===== src/hw/rtl/lsc_pkg.sv =====
package lsc_pkg;

   typedef logic [2:0] class_type;
   typedef logic [2:0] lamps_type;

   localparam class_type CLS_OFF          = 3'd0;
   localparam class_type CLS_GREEN        = 3'd1;
   localparam class_type CLS_YELLOW       = 3'd2;
   localparam class_type CLS_RED          = 3'd3;
   localparam class_type CLS_FLASH_YELLOW = 3'd4;
   localparam class_type CLS_FLASH_RED    = 3'd5;
   localparam class_type CLS_UNKNOWN      = 3'd6;

   // lamp vector is {red, yellow, green}
   localparam lamps_type LAMPS_NONE   = 3'b000;
   localparam lamps_type LAMPS_GREEN  = 3'b001;
   localparam lamps_type LAMPS_YELLOW = 3'b010;
   localparam lamps_type LAMPS_RED    = 3'b100;

   localparam int          TIME_BITS_DEFAULT = 32;
   localparam logic [31:0] TIMEOUT_RESET     = 32'd5000;

endpackage


===== src/hw/rtl/lsc_core.sv =====
module lsc_core
   import lsc_pkg::*;
#(
   parameter int TIME_BITS = TIME_BITS_DEFAULT
) (
   input  logic                 clock,
   input  logic                 reset,
   input  logic                 step,
   input  lamps_type            lamps,
   input  logic [TIME_BITS-1:0] now_t,
   input  logic [31:0]          timeout,
   output class_type            class_next
);

   localparam int CMP_BITS = (TIME_BITS > 32) ? TIME_BITS : 32;

   class_type            class_ff, class_in;
   logic [TIME_BITS-1:0] red_seen_ff, red_seen_in;
   logic [TIME_BITS-1:0] yellow_seen_ff, yellow_seen_in;
   logic [TIME_BITS-1:0] green_seen_ff, green_seen_in;

   logic [TIME_BITS-1:0] red_elapsed;
   logic [TIME_BITS-1:0] yellow_elapsed;
   logic                 red_timed_out;
   logic                 yellow_timed_out;
   logic                 red_newest;
   logic                 yellow_newest;

   assign red_elapsed      = now_t - red_seen_ff;
   assign yellow_elapsed   = now_t - yellow_seen_ff;
   assign red_timed_out    = CMP_BITS'(red_elapsed) > CMP_BITS'(timeout);
   assign yellow_timed_out = CMP_BITS'(yellow_elapsed) > CMP_BITS'(timeout);
   assign red_newest       = (red_seen_ff > yellow_seen_ff) && (red_seen_ff > green_seen_ff);
   assign yellow_newest    = (yellow_seen_ff > red_seen_ff) && (yellow_seen_ff > green_seen_ff);

   always_comb begin
      class_in       = class_ff;
      red_seen_in    = red_seen_ff;
      yellow_seen_in = yellow_seen_ff;
      green_seen_in  = green_seen_ff;
      case (lamps)
         LAMPS_NONE: begin
            if (class_ff == CLS_FLASH_RED) begin
               if (red_timed_out) begin
                  class_in = CLS_OFF;
               end
            end else if (class_ff == CLS_FLASH_YELLOW) begin
               if (yellow_timed_out) begin
                  class_in = CLS_OFF;
               end
            end else begin
               class_in = CLS_OFF;
            end
         end
         LAMPS_GREEN: begin
            class_in      = CLS_GREEN;
            green_seen_in = now_t;
         end
         LAMPS_YELLOW: begin
            if ((class_ff inside {CLS_OFF, CLS_FLASH_YELLOW}) && yellow_newest) begin
               class_in = CLS_FLASH_YELLOW;
            end else begin
               class_in = CLS_YELLOW;
            end
            yellow_seen_in = now_t;
         end
         LAMPS_RED: begin
            if ((class_ff inside {CLS_OFF, CLS_FLASH_RED}) && red_newest) begin
               class_in = CLS_FLASH_RED;
            end else begin
               class_in = CLS_RED;
            end
            red_seen_in = now_t;
         end
         default: begin
            class_in = CLS_UNKNOWN;
         end
      endcase
   end

   assign class_next = class_in;

   always_ff @(posedge clock) begin
      if (reset) begin
         class_ff       <= CLS_OFF;
         red_seen_ff    <= '0;
         yellow_seen_ff <= '0;
         green_seen_ff  <= '0;
      end else if (step) begin
         class_ff       <= class_in;
         red_seen_ff    <= red_seen_in;
         yellow_seen_ff <= yellow_seen_in;
         green_seen_ff  <= green_seen_in;
      end
   end

endmodule


===== src/hw/rtl/lamp_state_classifier_top.sv =====
// Lamp state classifier: takes one sample (three lamp bits and a millisecond
// timestamp) per transfer and returns one light state per sample, in order.
// A new sample can be taken every cycle unless a waiting result blocks the input
// register; a result is offered from the result register, which the input register
// feeds through the classifier logic, and the input keeps flowing while a result
// waits as long as the input register is free.
// The off timeout register resets to 5000 ms and should be written only while
// no sample is in flight.
module lamp_state_classifier_top
   import lsc_pkg::*;
#(
   parameter int TIME_BITS = TIME_BITS_DEFAULT
) (
   input  logic        clock,
   input  logic        reset,
   input  logic        req_valid,
   output logic        req_ready,
   input  logic        req_red_lit,
   input  logic        req_yellow_lit,
   input  logic        req_green_lit,
   input  logic [31:0] req_now_ms,
   output logic        rsp_valid,
   input  logic        rsp_ready,
   output logic [2:0]  rsp_light_state,
   input  logic        csr_wr_en,
   input  logic [31:0] csr_wr_data
);

   logic                 s1_valid_ff, s1_valid_in;
   lamps_type            s1_lamps_ff;
   logic [TIME_BITS-1:0] s1_now_ff;
   logic                 rsp_valid_ff, rsp_valid_in;
   class_type            rsp_light_state_ff;
   logic [31:0]          timeout_ff;

   logic      req_xfer;
   logic      step;
   class_type class_next;

   assign step         = s1_valid_ff && (!rsp_valid_ff || rsp_ready);
   assign req_ready    = !s1_valid_ff || step;
   assign req_xfer     = req_valid && req_ready;
   assign s1_valid_in  = req_xfer || (s1_valid_ff && !step);
   assign rsp_valid_in = step || (rsp_valid_ff && !rsp_ready);

   always_ff @(posedge clock) begin
      if (reset) begin
         s1_valid_ff  <= 1'b0;
         rsp_valid_ff <= 1'b0;
         timeout_ff   <= TIMEOUT_RESET;
      end else begin
         s1_valid_ff  <= s1_valid_in;
         rsp_valid_ff <= rsp_valid_in;
         if (csr_wr_en) begin
            timeout_ff <= csr_wr_data;
         end
      end
   end

   always_ff @(posedge clock) begin
      if (req_xfer) begin
         s1_lamps_ff <= {req_red_lit, req_yellow_lit, req_green_lit};
         s1_now_ff   <= TIME_BITS'(req_now_ms);
      end
      if (step) begin
         rsp_light_state_ff <= class_next;
      end
   end

   lsc_core #(
      .TIME_BITS(TIME_BITS)
   ) u_core (
      .clock      (clock),
      .reset      (reset),
      .step       (step),
      .lamps      (s1_lamps_ff),
      .now_t      (s1_now_ff),
      .timeout    (timeout_ff),
      .class_next (class_next)
   );

   assign rsp_valid       = rsp_valid_ff;
   assign rsp_light_state = rsp_light_state_ff;

   a_two_lamps_unknown: assert property (@(posedge clock) disable iff (reset)
      step && ($countones(s1_lamps_ff) > 1) |=> rsp_light_state_ff == CLS_UNKNOWN)
      else $error("two or more lamps not reported unknown");

   a_green_steady: assert property (@(posedge clock) disable iff (reset)
      step && (s1_lamps_ff == LAMPS_GREEN) |=> rsp_light_state_ff == CLS_GREEN)
      else $error("lone green not reported green");

   a_stall_only_when_full: assert property (@(posedge clock) disable iff (reset)
      !req_ready |-> s1_valid_ff && rsp_valid_ff && !rsp_ready)
      else $error("input stalled with room in the pipeline");

   a_state_in_range: assert property (@(posedge clock) disable iff (reset)
      rsp_valid_ff |-> rsp_light_state_ff != 3'd7)
      else $error("light state out of range");

endmodule


===== config.mk =====
export PLATFORM = sky130hd
export DESIGN_NAME = lamp_state_classifier_top
export DESIGN_NICKNAME = d
export VERILOG_FILES = /design/src/hw/rtl/lsc_pkg.sv /design/src/hw/rtl/lsc_core.sv /design/src/hw/rtl/lamp_state_classifier_top.sv
export SDC_FILE = /design/constraint.sdc
export NUM_CORES = 1
export LEC_CHECK = 0
export ABC_CLOCK_PERIOD_IN_PS = 3900
export BUFFER_PORTS_ARGS = -buffer_cell sky130_fd_sc_hd__buf_2
export CAP_MARGIN = 15
export CORE_MARGIN = 3
export CORE_UTILIZATION = 55
export CTS_CLUSTER_DIAMETER = 50
export DETAILED_ROUTE_END_ITERATION = 8
export GPL_ROUTABILITY_DRIVEN = 0
export HOLD_SLACK_MARGIN = 0.05
export PLACE_DENSITY_LB_ADDON = 0.08
export SLEW_MARGIN = 20
export SYNTH_ARGS = -nofsm -noshare
export SYNTH_HDL_FRONTEND = slang
export SYNTH_SLANG_ARGS = --single-unit

===== constraint.sdc =====
create_clock -name clock -period 3.9 [get_ports clock]
set_clock_uncertainty 0.15 [all_clocks]
set_input_delay 0.195 -clock clock [delete_from_list [all_inputs] [get_ports clock]]
set_output_delay 0.195 -clock clock [all_outputs]
set_load 0.1 [all_outputs]

==> out/results.ini <==
[logic_synthesis]
synthAdderAreaFrac_pct = 22.2
yosysTopAreaCell = ha_1
syn_nets = 1813
synth_ff_type = dfxtp_1
synth-xor-area-share_pct = 4.20
ys_seq_elements = 171
synth_top_area_share_pct = 21.9
synthMuxAreaShare_pct = 2.13
ys_top_cells_by_area = ha_1, dfxtp_1, edfxtp_1
synth_cells = 1517
synthSimpleGateAreaFrac_pct = 16.3
synth_top_family_by_area = adder cells
synthArstFlopShare_pct = 0
yosysWarnings = 0
synthMostInstantiatedCell = nand2_1
syn_avg_cell_area_um2 = 8.38
ys_seq_area_share_pct = 29.9
synth_area_mm2 = 0.0127
synth-edff-count = 38
synth_cell_types = 72
synth_common_cells = nand2_1, ha_1, a21oi_1
synth_compound_area_share_pct = 19.7

[clock_network]
clockRootBuffer = clkbuf_16
clk_latency_ns = 0.45
cts.clk_slew.worst_paths_ns = 0.07
clk_path_buf_depth = 2
htree_num_levels = 4
cts_tree = done
cts.sinks = 171
cts_buffers = 17

[drt]
routed_wl_um = 37200
wl_per_cell_um = 17.6
viasPerCell = 5.67
drt_iter0_markers = 661
drc = 0
vias = 12000
ant_nets = 0
drt_pass1_iterations = 9

[die]
io_pins = 77
std_cell_rows = 54
core_mm2 = 0.0222
die_y_um = 158
die_w_um = 158
die-area_mm2 = 0.0250
start_util_pct = 57.2

[sta]
rsz0062_at_grt = yes
relSlewSlack_pct = 32.1
period_share_pct = 113
worst_slack_ns = -0.524
setup_viol = 4
finalMaxSlewViolations = 0
tightest_slew_ns = 1.02
whs_ns = 0.186
hold_violations = 0
fmax_mhz = 226
fin_crit_ns = 4.42

[hold_path]
hold_class = primary input to flip-flop
whs_endpoint = u_core.red_seen_ff[15]
holdPathStages = 2
hp-start = reset

[worst_setup_path]
critPathArrivalTime_ns = 4.46
r2r_setup_slack_ns = -0.52
path_max_fanout = 5
critical_path_class = flip-flop to flip-flop
r2r_end = rsp_light_state[2]
cp.required_ns = 3.93
cp-start-kind = flip-flop
worstRegToRegCells = 16
end_kind = flip-flop
regToRegStartpoint = s1_now_ff[13]

[layout]
nets = 2120
antennaDiodeCount = 0
drive_gt1_share_pct = 18.9
fin_util_pct = 72.8
fin_area_mm2 = 0.0162
areaGrowthSynthToFinish_pct = 27.3

[pwr]
netSwitchingFraction_pct = 31.3
internal-power_mw = 3.38
power.net_switching_mw = 1.54
vdd_drop_max_mv = 0.243
power_frac_clock_pct = 34.5
p_per_area_mw_per_mm2 = 305
leakagePower_nw = 7.09
power_frac_seq_pct = 39.2
total_power_mw = 4.93
power_frac_comb_pct = 26.3

[global_route]
gr-total-overflow = 0
antenna_found_initial = 0
first_global_vias = 11900
grt_usage_pct = 30.1
grt_max_degree = 72
grt_first_pass_wirelength_um = 58700

[placed_design]
place.port_buffers = 76
dp_hpwl_um = 28500
place_ws_ns = -0.641
place_area_mm2 = 0.0148

[job]
maxCapViolations = 0

[status]
outcome = complete, but fails checks
violations = negative setup slack

[timing repair]
action / CTS / global route
pin swaps: 16 / 13
hold buffers: 70 / 0
gates resized for setup: 4 / 7
setup buffers: 2 / 6
endpoints found under the setup margin: 4 / 4
endpoints found under the hold margin: 69 / 0
[worst max path at each step]
stage / start / end / slack, ns / cells past startpoint
finish: s1_now_ff[13] / rsp_light_state[2] / -0.52 / 16
global route: s1_now_ff[0] / rsp_light_state[2] / -0.73 / 20
CTS: s1_now_ff[0] / u_core.class_ff[2] / -0.50 / 21
detailed placement: s1_now_ff[0] / u_core.class_ff[2] / -0.64 / 21
global placement: s1_now_ff[0] / u_core.class_ff[2] / -0.46 / 21
floorplan: s1_now_ff[0] / u_core.class_ff[2] / -0.14 / 23
[kinds of logic (layout without fill, tap and decap cells)]
group / Yosys count / count (layout)
adders and majority gates: 224 / 224
and+or+nand+nor: 455 / 455
AOI/OAI and AO/OA: 390 / 390
xor gates and xnor gates: 61 / 61
buffers and inverters: 189 / 509
DFF: 171 / 171
muxes: 27 / 27
[state kept, by name (all words and copies together) (netlist names)]
signal and count:
s1_now_ff 32, timeout_ff 32, u_core.green_seen_ff 32, u_core.red_seen_ff 32, u_core.yellow_seen_ff 32, rsp_light_state 3
s1_lamps_ff 3, u_core.class_ff 3, rsp_valid 1, s1_valid_ff 1
[per-stage QoR]
stage,setup TNS [ns],std cells
final,-1.97,2117
after global routing,-2.82,2117
after CTS,-1.86,2111
after detailed placement,-2.27,2007
after global placement,-1.70,2007
after floorplan,-0.481,1517
[worst max-delay path, cell delays in order, from the launching register on]
cell,delay (ns)
edfxtp_1,0.53
ha_4,0.30
and4_1,0.22
a221o_1,0.35
a41o_1,0.26
a31oi_4,0.23
o31ai_2,0.09
a21o_1,0.19
a21oi_2,0.14
xnor2_1,0.08
ha_1,0.30
nand4_1,0.20
or4_1,0.54
a31o_1,0.21
a21o_1,0.19
o21ai_1,0.10
nand2_1,0.07
[routing by layer]
layer | vias up | wire [um] | global-route usage (%)
li1 | 5944 | - | -
met1 | 5667 | 14700 | 33.4
met2 | 278 | 19300 | 56.1
met3 | 107 | 1370 | 4.57
met4 | 0 | 1830 | 14.2
met5 | - | 0 | 0
[final cells by class]
cell class | instances | area, um^2
Inverter | 149 | 559
Clock buffer | 18 | 429
Tap cell | 280 | 350
Clock inverter | 14 | 134
Sequential cell | 171 | 3800
Timing Repair Buffer | 328 | 2460
Fill cell | 1756 | 6060
Multi-Input combinational cell | 1157 | 8430
[power groups by stage]
stage / Combinational, mW / Sequential, mW / Clock [mW]
2_1_floorplan: 0.767 / 1.97 / 0
3_3_place_gp: 1.18 / 1.97 / 0
3_5_place_dp: 1.20 / 1.97 / 0
4_1_cts: 1.27 / 1.93 / 1.72
5_1_grt: 1.43 / 1.94 / 1.80
6_report: 1.29 / 1.93 / 1.70
[cell usage in the layout, fill, tap and decap left out, types with 27 or more instances in the layout]
cell | netlist | layout
xnor2_1 | 42 | 42
buf_2 | 0 | 75
dlygate4sd3_1 | 0 | 70
ha_1 | 222 | 211
o21ai_0 | 34 | 33
a21oi_1 | 180 | 175
inv_1 | 149 | 147
buf_4 | 0 | 182
nand4_1 | 37 | 37
nor2_1 | 81 | 81
dfxtp_1 | 133 | 133
a21o_1 | 76 | 76
nand2_1 | 231 | 231
mux2i_1 | 27 | 27
edfxtp_1 | 38 | 38
(Power assumes the default switching activity.)
